## config.mk

```make
export PLATFORM = sky130hd
export DESIGN_NAME = mahf_fifo
export DESIGN_NICKNAME = d
export VERILOG_FILES = /design/src/rtl/mahf_pkg.sv /design/src/rtl/mahf_fifo.sv
export SDC_FILE = /design/constraint.sdc
export NUM_CORES = 1
export LEC_CHECK = 0
export ABC_AREA = 1
export BUFFER_PORTS_ARGS = -buffer_cell sky130_fd_sc_hd__buf_2
export CORE_ASPECT_RATIO = 1.2
export CORE_MARGIN = 2
export CORE_UTILIZATION = 52
export CTS_CLUSTER_SIZE = 24
export DETAILED_ROUTE_END_ITERATION = 6
export GPL_ROUTABILITY_DRIVEN = 0
export GPL_TIMING_DRIVEN = 1
export HOLD_SLACK_MARGIN = 0.15
export MAX_ROUTING_LAYER = met4
export PLACE_DENSITY = 0.82
export REMOVE_ABC_BUFFERS = 1
export SYNTH_ARGS = -nofsm -noshare
export SYNTH_HDL_FRONTEND = slang
export SYNTH_SLANG_ARGS = --single-unit
```

## constraint.sdc

```tcl
create_clock -name clock -period 3.27 [get_ports clock]
set_input_delay 0.654 -clock clock [delete_from_list [all_inputs] [get_ports clock]]
set_output_delay 0.654 -clock clock [all_outputs]
set_load 0.05 [all_outputs]
```

## src/rtl/mahf_pkg.sv

```systemverilog
`timescale 1ns / 1ps
package mahf_pkg;

   // Field bounds that follow from the largest allowed bin counts.
   localparam int BIN_W  = 6;
   localparam int SLOT_W = 11;
   localparam int ADDR_W = BIN_W + SLOT_W;
   localparam int AXES    = 3;
   localparam int CLASSES = 3;
   localparam int RATIO_FRAC = 14;

   localparam logic ACTION_FILL = 1'b0;
   localparam logic ACTION_READ = 1'b1;

   localparam logic [1:0] AXIS_ETA    = 2'd0;
   localparam logic [1:0] AXIS_PT     = 2'd1;
   localparam logic [1:0] AXIS_ENERGY = 2'd2;
   localparam logic [1:0] AXIS_NONE   = 2'd3;

   localparam logic [1:0] CLASS_ALL    = 2'd0;
   localparam logic [1:0] CLASS_CONV   = 2'd1;
   localparam logic [1:0] CLASS_UNCONV = 2'd2;
   localparam logic [1:0] CLASS_NONE   = 2'd3;

   localparam logic [2:0] REG_ETA_LOW      = 3'd0;
   localparam logic [2:0] REG_ETA_WIDTH    = 3'd1;
   localparam logic [2:0] REG_PT_LOW       = 3'd2;
   localparam logic [2:0] REG_PT_WIDTH     = 3'd3;
   localparam logic [2:0] REG_ENERGY_LOW   = 3'd4;
   localparam logic [2:0] REG_ENERGY_WIDTH = 3'd5;

   localparam logic [15:0] RST_ETA_LOW      = 16'd13107;
   localparam logic [15:0] RST_ETA_WIDTH    = 16'd451;
   localparam logic [15:0] RST_PT_LOW       = 16'd320;
   localparam logic [15:0] RST_PT_WIDTH     = 16'd128;
   localparam logic [15:0] RST_ENERGY_LOW   = 16'd480;
   localparam logic [15:0] RST_ENERGY_WIDTH = 16'd272;

   typedef struct packed {
      logic [15:0] eta_low;
      logic [15:0] eta_width;
      logic [15:0] pt_low;
      logic [15:0] pt_width;
      logic [15:0] energy_low;
      logic [15:0] energy_width;
   } mahf_cfg_type;

   // One classified operation handed from the front to the back.
   typedef struct packed {
      logic                       is_read;
      logic                       bad;
      logic [1:0]                 axis;
      logic [1:0]                 cls;
      logic [SLOT_W-1:0]          slot;
      logic [AXES-1:0]            hit;
      logic [AXES-1:0][BIN_W-1:0] bin;
   } mahf_cmd_type;

endpackage

```

## src/rtl/mahf_fifo.sv

```systemverilog
`timescale 1ns / 1ps
module mahf_fifo #(
   parameter type ITEM_TYPE = mahf_pkg::mahf_cmd_type,
   parameter int  DEPTH     = 2
) (
   input  logic     clock,
   input  logic     reset,
   input  logic     push_valid,
   output logic     push_ready,
   input  ITEM_TYPE push_item,
   output logic     pop_valid,
   input  logic     pop_ready,
   output ITEM_TYPE pop_item
);
   localparam int PW = (DEPTH > 1) ? $clog2(DEPTH) : 1;
   localparam int CW = $clog2(DEPTH + 1);

   ITEM_TYPE        mem_ff [DEPTH];
   logic [PW-1:0]   wr_ptr_ff, wr_ptr_in, rd_ptr_ff, rd_ptr_in;
   logic [CW-1:0]   count_ff, count_in;
   logic            push, pop;

   assign push_ready = (count_ff != CW'(DEPTH));
   assign pop_valid  = (count_ff != '0);
   assign push       = push_valid && push_ready;
   assign pop        = pop_valid && pop_ready;
   assign pop_item   = mem_ff[rd_ptr_ff];

   always_comb begin
      wr_ptr_in = wr_ptr_ff;
      rd_ptr_in = rd_ptr_ff;
      count_in  = count_ff;
      if (push) begin
         wr_ptr_in = (wr_ptr_ff == PW'(DEPTH - 1)) ? '0 : wr_ptr_ff + 1'b1;
      end
      if (pop) begin
         rd_ptr_in = (rd_ptr_ff == PW'(DEPTH - 1)) ? '0 : rd_ptr_ff + 1'b1;
      end
      if (push && !pop) begin
         count_in = count_ff + 1'b1;
      end else if (pop && !push) begin
         count_in = count_ff - 1'b1;
      end
   end

   always_ff @(posedge clock) begin
      if (reset) begin
         wr_ptr_ff <= '0;
         rd_ptr_ff <= '0;
         count_ff  <= '0;
      end else begin
         wr_ptr_ff <= wr_ptr_in;
         rd_ptr_ff <= rd_ptr_in;
         count_ff  <= count_in;
      end
      if (push) begin
         mem_ff[wr_ptr_ff] <= push_item;
      end
   end
endmodule

```

# == After elaboration in Yosys (flattened, before gate mapping) ==
# Memory sizes are Yosys's and may differ from the RTL's. A register that Yosys moved wholly into a read port is not among the register bits.
# Cells that the tools add are included.
# classes
addsub,4
n_eq_ne,1
mux,8
n_reduce_logical,8
# ops
operator,count
$mux 1,6
$logic_and 1x1->1,4
$mux 2,2
$reduce_bool 2->1,2
$add 1x1->1 const B,2
$add 2x1->2 const B,1
$logic_not 1->1,2
$ne 2x2->1 const B,1
$sub 2x1->2 const B,1
# totals
ff_bits,4
ram_bits,76
input_bits,42
out_inout_bits,40
wordCells,25
memories,1
# memory_table
name,depth,word_bits,rd,rd_clocked_by_memory_dff,write_ports,line_no,source
mem_ff,2,38,1,1,1,mahf_fifo.sv:18,ITEM_TYPE mem_ff [DEPTH];

# == Depth between registers and ports, before layout ==
# depth
word_depth,6
mapped_depth,11
mapped_depth_nobuf,11

# == Least setup slack after synthesis ==
# OpenSTA, ideal clock, no wires.
# synth_path
path_type,register -> register
startpoint,reg count_ff[0]
endpoint,"mem mem_ff[0][0] (netlist name), enable pin"
setup_ns,0.433
arrival_ns,2.547
required_ns,2.837
path_slack_ns,0.290
path_stages_with_launch,5
n_path_buf,0
synth_period_minus_slack_ns,2.980
cell_sequence,dfxtp_1 > inv_1 > nand2_1 > nand2_1 > nor2_1
# synth_between
elab_chain_len,4
# synth_rtl
item,line_no,source
start: declaration,mahf_fifo.sv:20,"logic [CW-1:0] count_ff, count_in;"
start signal: assignment,mahf_fifo.sv:54,count_ff <= count_in;
$ne 2x2->1,mahf_fifo.sv:23,assign push_ready = (count_ff != CW'(DEPTH));
net push_ready,mahf_fifo.sv:9,"output logic push_ready,"
$logic_and 1x1->1,mahf_fifo.sv:25,assign push = push_valid && push_ready;
$mux 1,mahf_fifo.sv:56,if (push) begin
$mux 1 (not written as such),mahf_fifo.sv:57,mem_ff[wr_ptr_ff] <= push_item;
end: declaration,mahf_fifo.sv:18,
# The timed path passes the listed nets, and every way through them passes these cells.

==> impl_metrics.ini <==
[power]
internal-power_w = 0.002084
p_leak_nw = 1.488
p_seq_share_pct = 41.7
irDropWorstVdd_mv = 0.4707
p_per_area_nw_per_um2 = 863.5
p_sw_w = 0.001197
switching_share_pct = 36.49
p_clk_share_pct = 23.4
p_comb_share_pct = 34.8

[cts]
cts_buffer_depth = 2
cts_setup_buffers = 0
cts_resized = 0
cts_tree = done
ctsHoldBuffers = 0
cts_buffers = 9
clk_pin_slew_worst_paths_ns = 0.08
clock-root-buffer = clkbuf_8
cts.sinks = 81
clk_latency_ns = 0.34
htreeDepth = 3

[setup_path]
r2r_setup_slack_ns = 1.70
crit_fanout = 26
r2r-end = mem_ff[1][2]$_DFFE_PP_
path_class = reg -> out
required_ns = 2.62
cp-end-kind = primary output
critPathLaunchType = flop
r2r_cells = 5
critPathArrivalTime_ns = 1.72
r2r_start = count_ff[0]$_SDFFE_PP0P_

[sta]
timing.fmax_ghz = 0.4212
finalSetupTns_ns = 0
rsz0062_at_grt = no
worst_slew_pin_slew_ns = 0.5058
hold_violations = 0
slew_violations = 0
timing.slew.headroom_pct = 66.28
period_needed_ns = 2.374
fin_crit_sh_pct = 72.61
finClkSkew_ns = 0.008827
setup-violations-final = 0
setup_slack_ns = 0.8957

[cells_and_area]
num_antenna_cells = 0
layout.nets = 289
fin_cells = 331
n_fill_cell = 387
drive_gt1_share_pct = 55.78
final_cell_mix = buf_2 (81), edfxtp_1 (76), mux2_4 (20)
syn_to_final_growth_pct = 24.06
layout_commonest_cell = buf_2

[synth]
ys_seq_area_share_pct = 77.78
synth_cells = 155
synth_area_um2 = 3063
ys_warn_count = 0
ys_ff_latch = 81
synth_area_leaders = edfxtp_1 (75%), mux2_4 (9.8%), mux2_2 (6.6%)
synth_cell_type_count = 14
synth_top_area_share_pct = 74.51
synth_area_per_cell_um2 = 19.76
yosys.area.top_type = edfxtp_1

[place]
io_buffer_count = 81
dp_hpwl_um = 3224
dp_cells = 315
post-place-ws_ns = 1.239

[routing]
ant_nets = 0
wl_per_cell_um = 14.32
drt-total-wl_um = 4740
avgViaCountPerCell = 4.792
first_pass_iters = 4
vias = 1586
initialDrtViolationCount = 100
drc_errors = 0

[outcome]
status = complete, no violations

[grt]
grt_overflow = 0
antenna_found_initial = 0
grt_max_degree = 39
grt_pass1_vias = 1427
grt_pass1_wl_um = 6796
grt_usage_pct = 15.19

[min_path]
hold_end = mem_ff[0][35]$_DFFE_PP_
hold_class = in -> reg
min_path_cells = 1
min_from = push_item[35]

[flow_run]
maxCapViolations = 0

[floorplanning]
die_w_um = 74.06
die_h_um = 88.08
dieArea_um2 = 6523
rows = 30
coreArea_um2 = 5668
start_util_pct = 54.04
ios = 82
-- registers in the layout, indices dropped and copies added, names as in the netlist, named ones only --
name,count
mem_ff,76
count_ff,2
rd_ptr_ff,1
wr_ptr_ff,1
-- metal layers --
layer | routed length (um) | up-vias | part of all wire (%) | global-route usage [%]
li1 | - | 765 | - | -
met3 | 309 | 2 | 6.5 | 5.869
met5 | 0 | - | 0 | -
met1 | 1837 | 768 | 39 | 17.32
met2 | 2553 | 51 | 54 | 24.11
met4 | 39 | 0 | 0.82 | 5.950
-- synth_stat cells --
cell      count
a21oi_1       2
o21ai_0       2
mux2_4       20
nor2_1        7
inv_1         8
nand2_1       9
ha_1          1
edfxtp_1     76
dfxtp_1       5
nand4_1       1
nand3_1       2
buf_6         3
buf_2         1
mux2_2       18
-- worst max-delay path, stage by stage, from the launching register on --
cell,delay (ns)
dfxtp_2,0.54
buf_12,0.25
mux2_2,0.36
buf_2,0.21
-- kinds of logic (layout without fill, tap and decap cells) --
group                      after synthesis  count (layout)  synth area share (%)
buffers and inverters                   12             108                 2.247
DFF                                     81              81                 77.78
adders and majority gates                1               1                0.4084
muxes                                   38              38                 16.42
AOI/OAI and AO/OA                        4               4                0.6536
and+or+nand+nor                         19              19                 2.492
-- stage by stage --
step	util, %	hold WS, ns	power, W	instance area (um^2)
floorplan	-	0.4645	0.002304	3024
global placement	63.18	0.4807	0.002530	3581
CTS	67.04	0.4811	0.003315	3800
global route	67.04	0.4662	0.003424	3800
detailed placement	63.18	0.4904	0.002549	3581
finish	67.04	0.4998	0.003281	3800
-- power by group through the flow --
stage                     clock, W  sequential [W]  combinational [W]
after global placement           0         0.00139            0.00114
after detailed placement         0         0.00140            0.00115
final                     0.000769         0.00137            0.00114
after CTS                 0.000787         0.00137            0.00116
after global routing      0.000833         0.00138            0.00121
after floorplan                  0         0.00141           0.000891
-- how the worst max path moves through the flow --
stage	from	end	slack, ns	depth (start not counted)
finish	flop	pop_item[22]	0.90	3
floorplan	count_ff[0]$_SDFFE_PP0P_	mem_ff[0][0]$_DFFE_PP_	0.29	4
detailed placement	flop	pop_item[18]	1.24	3
CTS	flop	pop_item[28]	0.86	3
global route	flop	pop_item[28]	0.80	3
global placement	flop	pop_item[28]	1.25	3
-- cell type report --
class / instances / area, um^2 / share of cell area, %
Timing Repair Buffer: 84 / 440.4 / 11.59
Multi-Input combinational cell: 62 / 626.9 / 16.50
Clock buffer: 9 / 123.9 / 3.260
Tap cell: 80 / 100.1 / 2.634
Sequential cell: 81 / 2384 / 62.73
Inverter: 8 / 30.03 / 0.7903
Clock inverter: 7 / 95.09 / 2.502
Power figures use the tool's default switching activity.
