===== config.mk =====
export PLATFORM = sky130hd
export DESIGN_NAME = mahf_front_flat
export DESIGN_NICKNAME = d
export VERILOG_FILES = /design/src/rtl/mahf_pkg.sv /design/src/rtl/mahf_req_if.sv /design/src/rtl/mahf_front.sv /design/src/flat_wrapper.sv
export SDC_FILE = /design/constraint.sdc
export NUM_CORES = 1
export LEC_CHECK = 0
export BUFFER_PORTS_ARGS = -buffer_cell sky130_fd_sc_hd__buf_2
export CAP_MARGIN = 5
export CORE_ASPECT_RATIO = 0.8
export CORE_UTILIZATION = 40
export CTS_CLUSTER_SIZE = 25
export DETAILED_ROUTE_END_ITERATION = 10
export SLEW_MARGIN = 40
export SYNTH_ARGS = -nofsm -noshare
export SYNTH_HDL_FRONTEND = slang
export SYNTH_SLANG_ARGS = --single-unit

===== constraint.sdc =====
create_clock -name clock -period 6.05 [get_ports clock]
set_input_delay 1.21 -clock clock [delete_from_list [all_inputs] [get_ports clock]]
set_output_delay 1.21 -clock clock [all_outputs]
set_load 0.02 [all_outputs]

===== src/rtl/mahf_pkg.sv =====
`timescale 1ns / 1ps
package mahf_pkg;

   // Field bounds that follow from the largest allowed bin counts.
   localparam int BIN_W  = 6;
   localparam int SLOT_W = 11;
   localparam int ADDR_W = BIN_W + SLOT_W;
   localparam int AXES    = 3;
   localparam int CLASSES = 3;
   localparam int RATIO_FRAC = 14;

   localparam logic ACTION_FILL = 1'b0;
   localparam logic ACTION_READ = 1'b1;

   localparam logic [1:0] AXIS_ETA    = 2'd0;
   localparam logic [1:0] AXIS_PT     = 2'd1;
   localparam logic [1:0] AXIS_ENERGY = 2'd2;
   localparam logic [1:0] AXIS_NONE   = 2'd3;

   localparam logic [1:0] CLASS_ALL    = 2'd0;
   localparam logic [1:0] CLASS_CONV   = 2'd1;
   localparam logic [1:0] CLASS_UNCONV = 2'd2;
   localparam logic [1:0] CLASS_NONE   = 2'd3;

   localparam logic [2:0] REG_ETA_LOW      = 3'd0;
   localparam logic [2:0] REG_ETA_WIDTH    = 3'd1;
   localparam logic [2:0] REG_PT_LOW       = 3'd2;
   localparam logic [2:0] REG_PT_WIDTH     = 3'd3;
   localparam logic [2:0] REG_ENERGY_LOW   = 3'd4;
   localparam logic [2:0] REG_ENERGY_WIDTH = 3'd5;

   localparam logic [15:0] RST_ETA_LOW      = 16'd13107;
   localparam logic [15:0] RST_ETA_WIDTH    = 16'd451;
   localparam logic [15:0] RST_PT_LOW       = 16'd320;
   localparam logic [15:0] RST_PT_WIDTH     = 16'd128;
   localparam logic [15:0] RST_ENERGY_LOW   = 16'd480;
   localparam logic [15:0] RST_ENERGY_WIDTH = 16'd272;

   typedef struct packed {
      logic [15:0] eta_low;
      logic [15:0] eta_width;
      logic [15:0] pt_low;
      logic [15:0] pt_width;
      logic [15:0] energy_low;
      logic [15:0] energy_width;
   } mahf_cfg_type;

   // One classified operation handed from the front to the back.
   typedef struct packed {
      logic                       is_read;
      logic                       bad;
      logic [1:0]                 axis;
      logic [1:0]                 cls;
      logic [SLOT_W-1:0]          slot;
      logic [AXES-1:0]            hit;
      logic [AXES-1:0][BIN_W-1:0] bin;
   } mahf_cmd_type;

endpackage


===== src/rtl/mahf_req_if.sv =====
`timescale 1ns / 1ps
interface mahf_req_if;
   logic               valid;
   logic               ready;
   logic               action;
   logic signed [16:0] eta;
   logic signed [16:0] pt;
   logic signed [16:0] energy;
   logic signed [15:0] ratio;
   logic               converted;
   logic [1:0]         read_axis;
   logic [1:0]         read_class;
   logic [4:0]         read_axis_bin;
   logic [7:0]         read_ratio_bin;

   modport source (output valid, action, eta, pt, energy, ratio, converted, read_axis,
                   read_class, read_axis_bin, read_ratio_bin, input ready);
   modport sink (input valid, action, eta, pt, energy, ratio, converted, read_axis,
                 read_class, read_axis_bin, read_ratio_bin, output ready);
endinterface


===== src/rtl/mahf_front.sv =====
`timescale 1ns / 1ps
module mahf_front #(
   parameter int ETA_BINS    = 20,
   parameter int PT_BINS     = 10,
   parameter int ENERGY_BINS = 10,
   parameter int RATIO_BINS  = 200
) (
   input  logic                  clock,
   input  logic                  reset,
   mahf_req_if.sink              req_bus,
   input  logic                  clear_busy,
   input  mahf_pkg::mahf_cfg_type cfg,
   output logic                  cmd_valid,
   input  logic                  cmd_ready,
   output mahf_pkg::mahf_cmd_type cmd
);
   import mahf_pkg::*;

   localparam int MAX_BINS = (ETA_BINS > PT_BINS) ?
                             ((ETA_BINS > ENERGY_BINS) ? ETA_BINS : ENERGY_BINS) :
                             ((PT_BINS > ENERGY_BINS) ? PT_BINS : ENERGY_BINS);
   localparam int QB    = (MAX_BINS > 1) ? $clog2(MAX_BINS) : 1;
   localparam int SW    = (QB > 1) ? $clog2(QB) : 1;
   localparam int DW    = 17 + QB;
   localparam int LIM_W = 23;
   localparam int SLOTS = RATIO_BINS + 2;
   localparam int PROD_W = RATIO_FRAC + SLOT_W;

   localparam logic [1:0] F_IDLE = 2'd0;
   localparam logic [1:0] F_DIV  = 2'd1;
   localparam logic [1:0] F_OUT  = 2'd2;

   localparam int AXIS_BINS [AXES] = '{ETA_BINS, PT_BINS, ENERGY_BINS};

   logic [1:0]          state_ff, state_in;
   logic [SW-1:0]       step_ff, step_in;
   logic [DW-1:0]       rem_ff [AXES];
   logic [DW-1:0]       rem_in [AXES];
   logic [QB-1:0]       q_ff [AXES];
   logic [QB-1:0]       q_in [AXES];
   logic [AXES-1:0]     hit_ff, hit_in;
   logic                is_read_ff, is_read_in, bad_ff, bad_in;
   logic [1:0]          axis_ff, axis_in, cls_ff, cls_in;
   logic [SLOT_W-1:0]   slot_ff, slot_in;
   logic [BIN_W-1:0]    rbin_ff, rbin_in;

   logic [16:0]         mag [AXES];
   logic [15:0]         lo [AXES];
   logic [15:0]         wd [AXES];
   logic [16:0]         diff [AXES];
   logic [AXES-1:0]     hit_new;
   logic [DW-1:0]       divisor [AXES];
   logic [PROD_W-1:0]   ratio_prod;
   logic [SLOT_W-1:0]   slot_new;
   logic [6:0]          read_nb;
   logic                read_bad;
   logic                req_ready;

   assign req_ready     = (state_ff == F_IDLE) && !clear_busy;
   assign req_bus.ready = req_ready;

   assign mag[0] = req_bus.eta[16] ? 17'(-req_bus.eta) : 17'(req_bus.eta);
   assign mag[1] = req_bus.pt[16] ? 17'(-req_bus.pt) : 17'(req_bus.pt);
   assign mag[2] = req_bus.energy[16] ? 17'(-req_bus.energy) : 17'(req_bus.energy);
   assign lo[0]  = cfg.eta_low;
   assign lo[1]  = cfg.pt_low;
   assign lo[2]  = cfg.energy_low;
   assign wd[0]  = cfg.eta_width;
   assign wd[1]  = cfg.pt_width;
   assign wd[2]  = cfg.energy_width;

   // A value lands in some bin when it lies strictly above the low edge and
   // strictly below the upper end of the grid; edge hits are removed later.
   always_comb begin
      for (int a = 0; a < AXES; a++) begin
         diff[a]    = mag[a] - 17'(lo[a]);
         hit_new[a] = (wd[a] != '0) && (mag[a] > 17'(lo[a])) &&
                      (LIM_W'(diff[a]) < LIM_W'(AXIS_BINS[a]) * LIM_W'(wd[a]));
         divisor[a] = DW'(wd[a]) << step_ff;
      end
   end

   assign ratio_prod = PROD_W'(req_bus.ratio[RATIO_FRAC-1:0]) * PROD_W'(RATIO_BINS);

   always_comb begin
      if (req_bus.ratio[15]) begin
         slot_new = '0;
      end else if (req_bus.ratio[RATIO_FRAC]) begin
         slot_new = SLOT_W'(RATIO_BINS + 1);
      end else begin
         slot_new = SLOT_W'(ratio_prod >> RATIO_FRAC) + 1'b1;
      end
   end

   always_comb begin
      case (req_bus.read_axis)
         AXIS_ETA:    read_nb = 7'(ETA_BINS);
         AXIS_PT:     read_nb = 7'(PT_BINS);
         AXIS_ENERGY: read_nb = 7'(ENERGY_BINS);
         default:     read_nb = '0;
      endcase
      read_bad = (req_bus.read_axis == AXIS_NONE) || (req_bus.read_class == CLASS_NONE) ||
                 (7'(req_bus.read_axis_bin) >= read_nb) ||
                 (SLOT_W'(req_bus.read_ratio_bin) >= SLOT_W'(SLOTS));
   end

   always_comb begin
      state_in   = state_ff;
      step_in    = step_ff;
      rem_in     = rem_ff;
      q_in       = q_ff;
      hit_in     = hit_ff;
      is_read_in = is_read_ff;
      bad_in     = bad_ff;
      axis_in    = axis_ff;
      cls_in     = cls_ff;
      slot_in    = slot_ff;
      rbin_in    = rbin_ff;
      case (state_ff)
         F_IDLE: begin
            if (req_bus.valid && req_ready) begin
               if (req_bus.action == ACTION_READ) begin
                  is_read_in = 1'b1;
                  bad_in     = read_bad;
                  axis_in    = req_bus.read_axis;
                  cls_in     = req_bus.read_class;
                  slot_in    = SLOT_W'(req_bus.read_ratio_bin);
                  rbin_in    = BIN_W'(req_bus.read_axis_bin);
                  hit_in     = '0;
                  state_in   = F_OUT;
               end else begin
                  is_read_in = 1'b0;
                  bad_in     = 1'b0;
                  axis_in    = AXIS_ETA;
                  cls_in     = req_bus.converted ? CLASS_CONV : CLASS_UNCONV;
                  slot_in    = slot_new;
                  hit_in     = hit_new;
                  for (int a = 0; a < AXES; a++) begin
                     rem_in[a] = DW'(diff[a]);
                     q_in[a]   = '0;
                  end
                  step_in  = SW'(QB - 1);
                  state_in = F_DIV;
               end
            end
         end
         F_DIV: begin
            // Restoring division, one quotient bit per cycle on all axes.
            for (int a = 0; a < AXES; a++) begin
               if (rem_ff[a] >= divisor[a]) begin
                  rem_in[a] = rem_ff[a] - divisor[a];
                  q_in[a]   = (q_ff[a] << 1) | QB'(1);
               end else begin
                  q_in[a] = q_ff[a] << 1;
               end
            end
            if (step_ff == '0) begin
               state_in = F_OUT;
            end else begin
               step_in = step_ff - 1'b1;
            end
         end
         F_OUT: begin
            if (cmd_ready) begin
               state_in = F_IDLE;
            end
         end
         default: state_in = F_IDLE;
      endcase
   end

   always_comb begin
      cmd_valid   = (state_ff == F_OUT);
      cmd.is_read = is_read_ff;
      cmd.bad     = bad_ff;
      cmd.axis    = axis_ff;
      cmd.cls     = cls_ff;
      cmd.slot    = slot_ff;
      for (int a = 0; a < AXES; a++) begin
         // A zero remainder means the value sat exactly on an inner edge.
         cmd.hit[a] = hit_ff[a] && (rem_ff[a] != '0);
         cmd.bin[a] = is_read_ff ? rbin_ff : BIN_W'(q_ff[a]);
      end
   end

   always_ff @(posedge clock) begin
      if (reset) begin
         state_ff <= F_IDLE;
      end else begin
         state_ff <= state_in;
      end
      step_ff    <= step_in;
      rem_ff     <= rem_in;
      q_ff       <= q_in;
      hit_ff     <= hit_in;
      is_read_ff <= is_read_in;
      bad_ff     <= bad_in;
      axis_ff    <= axis_in;
      cls_ff     <= cls_in;
      slot_ff    <= slot_in;
      rbin_ff    <= rbin_in;
   end
endmodule


===== src/flat_wrapper.sv =====
// flat-port wrapper written by rule: the top's interface ports become plain ports
module mahf_front_flat import mahf_pkg::*;
#(
   parameter int ETA_BINS    = 20,
   parameter int PT_BINS     = 10,
   parameter int ENERGY_BINS = 10,
   parameter int RATIO_BINS  = 200
)
  (clock, reset, clear_busy, cfg, cmd_valid, cmd_ready, cmd, req_bus_valid, req_bus_action, req_bus_eta, req_bus_pt, req_bus_energy, req_bus_ratio, req_bus_converted, req_bus_read_axis, req_bus_read_class, req_bus_read_axis_bin, req_bus_read_ratio_bin, req_bus_ready);
  mahf_req_if req_bus_i ();
  input  logic clock;
  input  logic reset;
  input  logic clear_busy;
  input  mahf_pkg::mahf_cfg_type cfg;
  output logic cmd_valid;
  input  logic cmd_ready;
  output mahf_pkg::mahf_cmd_type cmd;
  input wire logic [$bits(req_bus_i.valid)-1:0] req_bus_valid;
  input wire logic [$bits(req_bus_i.action)-1:0] req_bus_action;
  input wire logic [$bits(req_bus_i.eta)-1:0] req_bus_eta;
  input wire logic [$bits(req_bus_i.pt)-1:0] req_bus_pt;
  input wire logic [$bits(req_bus_i.energy)-1:0] req_bus_energy;
  input wire logic [$bits(req_bus_i.ratio)-1:0] req_bus_ratio;
  input wire logic [$bits(req_bus_i.converted)-1:0] req_bus_converted;
  input wire logic [$bits(req_bus_i.read_axis)-1:0] req_bus_read_axis;
  input wire logic [$bits(req_bus_i.read_class)-1:0] req_bus_read_class;
  input wire logic [$bits(req_bus_i.read_axis_bin)-1:0] req_bus_read_axis_bin;
  input wire logic [$bits(req_bus_i.read_ratio_bin)-1:0] req_bus_read_ratio_bin;
  output wire logic [$bits(req_bus_i.ready)-1:0] req_bus_ready;
  assign req_bus_i.valid = req_bus_valid;
  assign req_bus_i.action = req_bus_action;
  assign req_bus_i.eta = req_bus_eta;
  assign req_bus_i.pt = req_bus_pt;
  assign req_bus_i.energy = req_bus_energy;
  assign req_bus_i.ratio = req_bus_ratio;
  assign req_bus_i.converted = req_bus_converted;
  assign req_bus_i.read_axis = req_bus_read_axis;
  assign req_bus_i.read_class = req_bus_read_class;
  assign req_bus_i.read_axis_bin = req_bus_read_axis_bin;
  assign req_bus_i.read_ratio_bin = req_bus_read_ratio_bin;
  assign req_bus_ready = req_bus_i.ready;
  mahf_front #(.ETA_BINS(ETA_BINS), .PT_BINS(PT_BINS), .ENERGY_BINS(ENERGY_BINS), .RATIO_BINS(RATIO_BINS)) u_core (.clock(clock), .reset(reset), .req_bus(req_bus_i), .clear_busy(clear_busy), .cfg(cfg), .cmd_valid(cmd_valid), .cmd_ready(cmd_ready), .cmd(cmd));
endmodule

* Word-level counts from Yosys, hierarchy flattened
Index checks and enable logic that the tools add are counted.
** Cells by class
- $add $sub $neg :: 11
- Multipliers :: 4
- Magnitude comparators :: 11
- Equal/unequal tests :: 14
- Shift-type cells :: 3
- Mux-type cells :: 34
- Reductions and logical operators :: 35
** Operators with widths (number)
- $mux 66 :: 2
- $pmux 66 s2 :: 1
- $ge 22x22->1 :: 3
- $mux 22 :: 3
- $reduce_bool 22->1 :: 3
- $shl 16x3->22 :: 3
- $sub 22x22->22 :: 3
- $mul 3x16->19 const A :: 3
- $gt 17x16->1 :: 3
- $mux 17 :: 3
- $neg 17->17 :: 3
- $sub 17x16->17 :: 3
- $reduce_bool 16->1 :: 3
- $lt 17x20->1 :: 2
- $mux 15 :: 2
- $pmux 15 s2 :: 1
- $mux 8 :: 3
- $lt 17x21->1 :: 1
- $mul 14x5->19 const B :: 1
- $reduce_and 4->1 :: 4
- $mux 5 :: 3
- $mux 2 :: 6
- $logic_and 1x1->1 :: 11
- $ne 2x1->1 const B :: 5
- other kinds (21) :: 37
** Word-level totals
- Bits in registers :: 109
- Input bits :: 187
- Output and inout port bits :: 40

* Logic depth before layout (Yosys ltp)
- Word-level depth :: 6
- Depth in mapped cells :: 22
- Mapped depth without buffers :: 22

* Least setup slack after synthesis
Ideal clock, no wire load.
- Kind :: register to register
- From :: register u_core.step_ff[0]
- To :: register u_core.rem_ff[44] (netlist name) (enable)
- Data arrival time :: 4814 ps
- Required time :: 5615 ps
- Path slack :: 801 ps
- Stages on the path, launching flop included :: 17
- Path through :: edfxtp_1 -> clkbuf_1 -> buf_1 -> clkbuf_1 -> nor3_1 -> and2_1 -> ha_1 -> fa_1 -> nor2b_1 -> o21ai_0 -> a21boi_0 -> o211ai_1 -> a21oi_1 -> o21ai_0 -> a21oi_1 -> nor2_1 -> o31ai_1
** Between the ends
- Cells in the longest elaborated chain, start to end :: 4
** RTL lines
- start: declaration :: line mahf_front.sv:36 : logic [SW-1:0] step_ff, step_in;
- start signal: assignment :: line mahf_front.sv:192 : step_ff <= step_in;
- $shl 16x3->22 :: line mahf_front.sv:79 : divisor[a] = DW'(wd[a]) << step_ff;
- $ge 22x22->1 :: line mahf_front.sv:150 : if (rem_ff[a] >= divisor[a]) begin
- $ne 2x1->1 (no source line)
- $reduce_and 4->1 (no source line)
- end signal: assignment :: line mahf_front.sv:193 : rem_ff <= rem_in;
- end: declaration :: line mahf_front.sv:37 : logic [DW-1:0] rem_ff [AXES];
No other way between the ends.
A chain may end at the register's enable or synchronous reset.

* Final worst setup path
- From :: input req_bus_energy[2]
- To :: register u_core.hit_ff[2], data pin
** Between the ends
- Cells in the longest elaborated chain, start to end :: 5
- Elaborated cells on any way between the ends :: 7
- Those cells by class :: 2 x add/sub; 2 x order compare; 1 x mux; 2 x reduce/logical
** RTL lines
- start: declaration :: line flat_wrapper.sv:22 : input wire logic [$bits(req_bus_i.energy)-1:0] req_bus_energy;
- $neg 17->17 :: line mahf_front.sv:64 : assign mag[2] = req_bus.energy[16] ? 17'(-req_bus.energy) : 17'(req_bus.energy);
- $mux 17 * :: line mahf_front.sv:64
- $sub 17x16->17 or $gt 17x16->1 (tied branches) :: line mahf_front.sv:76, mahf_front.sv:77
- $lt 17x20->1 or $logic_and 1x1->1 (tied branches) :: line mahf_front.sv:78, mahf_front.sv:77
- $logic_and 1x1->1 * :: line mahf_front.sv:77 : hit_new[a] = (wd[a] != '0) && (mag[a] > 17'(lo[a])) &&
- end signal: assignment :: line mahf_front.sv:195 : hit_ff <= hit_in;
- end: declaration :: line mahf_front.sv:41 : logic [AXES-1:0] hit_ff, hit_in;
Every way passes the cells marked *; elsewhere a longest branch is shown, timed or not.

==> results.rst <==
.. list-table::
   :header-rows: 1

   * - Metric
     - Value
   * - Outcome
     - completed
   * - Residual overflow from global routing
     - 0
   * - Data arrival time of the critical path
     - 5.52 ns
   * - Crit path max fanout
     - 4
   * - Core Util, Final
     - between 40% and 50%
   * - P_leak
     - roughly 9 nW
   * - Startpoint Class
     - primary input
   * - Synthesized area per cell
     - 8.501 um2
   * - Worst slack after detailed placement
     - roughly 0.39 ns
   * - Register bit total from synthesis
     - around 110
   * - Number of instances in the synthesized netlist
     - 2045
   * - Hold buffer count at cts
     - 0
   * - Vias per cell
     - 5.682
   * - Placement Rows
     - between 60 and 70
   * - Async S/R FF share, synth
     - 0%
   * - Antenna viol nets, final
     - 0
   * - Maximum clock frequency
     - between 150 and 200 MHz
   * - Number of violations reported at the end of detailed-routing iteration 0
     - around 1100
   * - Number of endpoints with negative hold slack in the final report
     - 0
   * - Largest stage delay on the critical path
     - around 0.42 ns
   * - Placeable core region
     - between 40000 and 50000 um2
   * - Pin count of the biggest net entering global routing
     - 61
   * - Area share of the largest cell type after synthesis
     - about 22%
   * - Wirelength, routed
     - 49780 um
   * - Leading post-synthesis cells by cell area
     - ha_1, edfxtp_1, xnor2_1, inv_1, o21ai_0
   * - Critical-path cell with the highest stage delay
     - a2111o_1
   * - Worst ir drop on vdd
     - 0.0001092 V
   * - Worst min-delay path category
     - reg -> reg
   * - # IOs
     - 227
   * - Share of cells above drive strength 1
     - 13.94%
   * - Clock Path Buffers
     - 2
   * - Horizontal die dimension
     - 235.1 um
   * - Setup Total Neg Slack
     - 0 ns
   * - Final setup violation count
     - 0
   * - Time the worst path needs with I/O delays and setup
     - between 5 and 6 ns
   * - Via count of the first global-routing pass
     - 15400
   * - Number of DRC violations after detailed routing
     - 0
   * - Setup Skew
     - slightly below 0.01 ns
   * - Average wire per cell in the routed design
     - around 18 um
   * - Final weighted congestion in routability-driven placement
     - ~0.91
   * - Total CTS buffers
     - 9
   * - Vias
     - roughly 16000
   * - Number of port buffers
     - around 220
   * - Ratio of final minimum period to clock period
     - between 80% and 90%
   * - Data required time at the worst endpoint
     - approximately 6.3 ns
   * - Antenna diodes
     - 0
   * - Slew at the pin with the worst max-slew slack
     - 0.7301 ns
   * - Count of flip-flops with a built-in enable after synthesis
     - approximately 110
   * - Number of distinct library cells after synthesis
     - 76
   * - Die Y
     - between 150 and 200 um
   * - Post-Synthesis Cell Area
     - about 17000 um2
   * - Predominant post-synthesis flop cell
     - edfxtp_1
   * - Cell chain of the critical path
     - buf_2 -> or3_1 -> nor3_1 -> nand3_1 -> nand2_1 -> xnor2_1 -> ha_1 -> inv_1 -> o21ai_0 -> a2111o_1 -> o221ai_1 -> o21ai_0 -> xor2_1 -> ha_1 -> a21oi_1 -> nor2b_1 -> o21ai_0 -> nand2b_1 -> a221oi_1 -> o31a_1 -> nor4_1 -> a211oi_1
   * - Buffer cell driving the clock tree root
     - clkbuf_16
   * - Relative slew slack
     - just over 50%
   * - Global-route wire length before repair
     - between 70000 and 80000 um
   * - Dpl hpwl
     - 40170 um
   * - Critical setup path kind
     - in -> reg
   * - Minimum setup slack among reg-to-reg paths
     - about 0.97 ns
   * - Initial antenna violation count
     - 2
   * - Setup repair after global routing missed its margin
     - no
   * - Clock-pin transition on the worst setup and hold timing paths
     - 0.08 ns
   * - Clock latency on the worst-skew pair
     - between 0.3 and 0.4 ns
   * - Nets@finish
     - ~2700
   * - Yosys warning count
     - 0
   * - Endpoint class of the critical path
     - flop
   * - Max-cap violations
     - 0
   * - Crit path setup slack, layout
     - 0.7473 ns
   * - Num Clock Sinks
     - about 110
   * - GRT Total Usage
     - 22.26%
   * - CP Buf/Inv Count
     - 2
   * - Count of pins over their slew limit
     - 0
   * - Layout-stage area growth over the synthesis result
     - 11.46%
   * - Post-cts resize count
     - 0
   * - Final Power
     - 3.987 mW
   * - Clock tree from TritonCTS
     - yes
   * - Detailed Routing Iterations Pass 1
     - 5
   * - Sequential element share of the synthesized area
     - 18.71%
   * - Most Frequent Cell on Critical Path
     - o21ai_0
   * - Crit-path leading delay family
     - compound AO/OA/AOI/OAI gates
   * - Maximum level of the CTS H-tree
     - 3
   * - Setup Fix Bufs, Post-CTS
     - 0
   * - Ratio of total power to cell area
     - roughly 200 nW/um2
   * - Initial Util
     - roughly 40%
   * - Area of the die
     - about 44000 um2
   * - Cell type with the highest aggregate area in the netlist
     - ha_1
-- per-stage QoR --
step,cell area [um2],hold WS [ns],cells
2_1_floorplan,17400,0.5281,2049
3_3_place_gp,19090,0.5434,2781
3_5_place_dp,19090,0.5526,2781
4_1_cts,19380,0.5738,2797
5_1_grt,19380,0.6099,2797
6_report,19380,0.5662,2797
-- final cells by class --
| class | count | area (um2) |
|---|---|---|
| Clock buffer | 12 | 236.5 |
| Clock inverter | 4 | 50.05 |
| Fill cell | 4200 | 22960 |
| Multi-Input combinational cell | 1699 | 13250 |
| Sequential cell | 109 | 3253 |
| Tap cell | 552 | 690.7 |
| Inverter | 188 | 705.7 |
| Timing Repair Buffer | 233 | 1196 |
-- cell families (layout without fill, tap and decap cells) --
family	after synthesis	in the layout	share of synthesized area (%)
other cells	1	5	0.02157
xor+xnor	171	171	8.615
fa+ha+maj	316	316	23.48
simple gates	569	569	16.44
flops	109	109	18.71
mux	97	97	7.096
buf+inv	241	437	5.354
compound gates	541	541	20.28
-- final timing paths --
check                                          to               from  depth (start not counted)
worst max register to register  u_core.rem_ff[33]  u_core.step_ff[0]                         16
worst min-delay path               u_core.q_ff[8]     u_core.q_ff[7]                          2
worst max-delay path             u_core.hit_ff[2]  req_bus_energy[2]                         22
worst min register to register     u_core.q_ff[8]     u_core.q_ff[7]                          2
-- registers in the layout, indices dropped and copies added, names as in the netlist --
name,cells
u_core.cls_ff,2
u_core.slot_ff,9
u_core.rbin_ff,5
u_core.state_ff,2
u_core.step_ff,3
u_core.axis_ff,2
u_core.is_read_ff,1
u_core.hit_ff,3
u_core.q_ff,15
u_core.rem_ff,66
u_core.bad_ff,1
-- metal layers --
layer	global-route usage (%)	wire length, um
met5	0	25
met4	5.263	853
met3	3.560	2580
met2	35.77	22010
met1	31.11	24310
-- power by group --
| group | switching, mW | internal [mW] | total (mW) | leakage, nW |
|---|---|---|---|---|
| clock | 0.308 | 0.322 | 0.630 | 0.133 |
| sequential | 0.0376 | 0.928 | 0.965 | 1.01 |
| combinational | 1.37 | 1.02 | 2.39 | 7.88 |
-- worst reg2reg max path: cells and delay by family, from the launching register on --
| family | cells | cell delay [ns] |
|---|---|---|
| compound gates | 8 | 1.88 |
| fa+ha+maj | 1 | 0.37 |
| buf+inv | 2 | 0.66 |
| flops | 1 | 0.35 |
| simple gates | 5 | 1.47 |
-- Yosys cell counts, drive strengths merged (16+ instances only) --
| library cell | count |
|---|---|
| nor3 | 39 |
| and3 | 17 |
| a21oi | 135 |
| edfxtp | 107 |
| a21o | 60 |
| and2 | 16 |
| xor2 | 53 |
| mux4 | 19 |
| nand2b | 39 |
| a31oi | 19 |
| nor2 | 117 |
| nand4 | 17 |
| o31ai | 32 |
| or3 | 25 |
| a211oi | 17 |
| o21a | 23 |
| xnor2 | 118 |
| nor4 | 36 |
| nand3 | 33 |
| ha | 299 |
| clkbuf | 32 |
| o21ai | 139 |
| buf | 21 |
| mux2 | 20 |
| nand2 | 157 |
| inv | 188 |
| fa | 17 |
| nor2b | 34 |
| mux2i | 58 |
-- cell usage in the layout, fill, tap and decap left out, types with 6 or more instances in the layout --
master     synthesis  final
or4_1              9      9
nand4_1           17     17
buf_4              7     12
and3_1            17     17
mux2i_1           58     58
o21a_1            23     23
a21o_1            60     60
xor2_1            53     53
edfxtp_1         107    107
nand2b_1          39     38
ha_1             299    299
o31a_1             7      7
mux4_2            19     19
buf_2              0    221
nor4_1            35     35
o41ai_1           10     10
nor2_1           117    117
or2_2              8      8
a31oi_1           19     19
fa_1              17     17
o31ai_1           32     31
a22o_1             6      6
nor2b_1           34     33
nor3_1            39     39
o211ai_1           9      9
a21oi_1          135    135
xnor2_1          118    118
inv_1            186    185
clkbuf_16          0      9
o2111ai_1          7      7
nand2_1          157    157
a21boi_0          13     13
and2_1            16     16
nand3_1           33     33
o21ai_0          139    138
a211oi_1          16     16
o21bai_1          15     15
mux2_2            20     20
or3_1             24     24
Power figures use the tool's default switching activity.
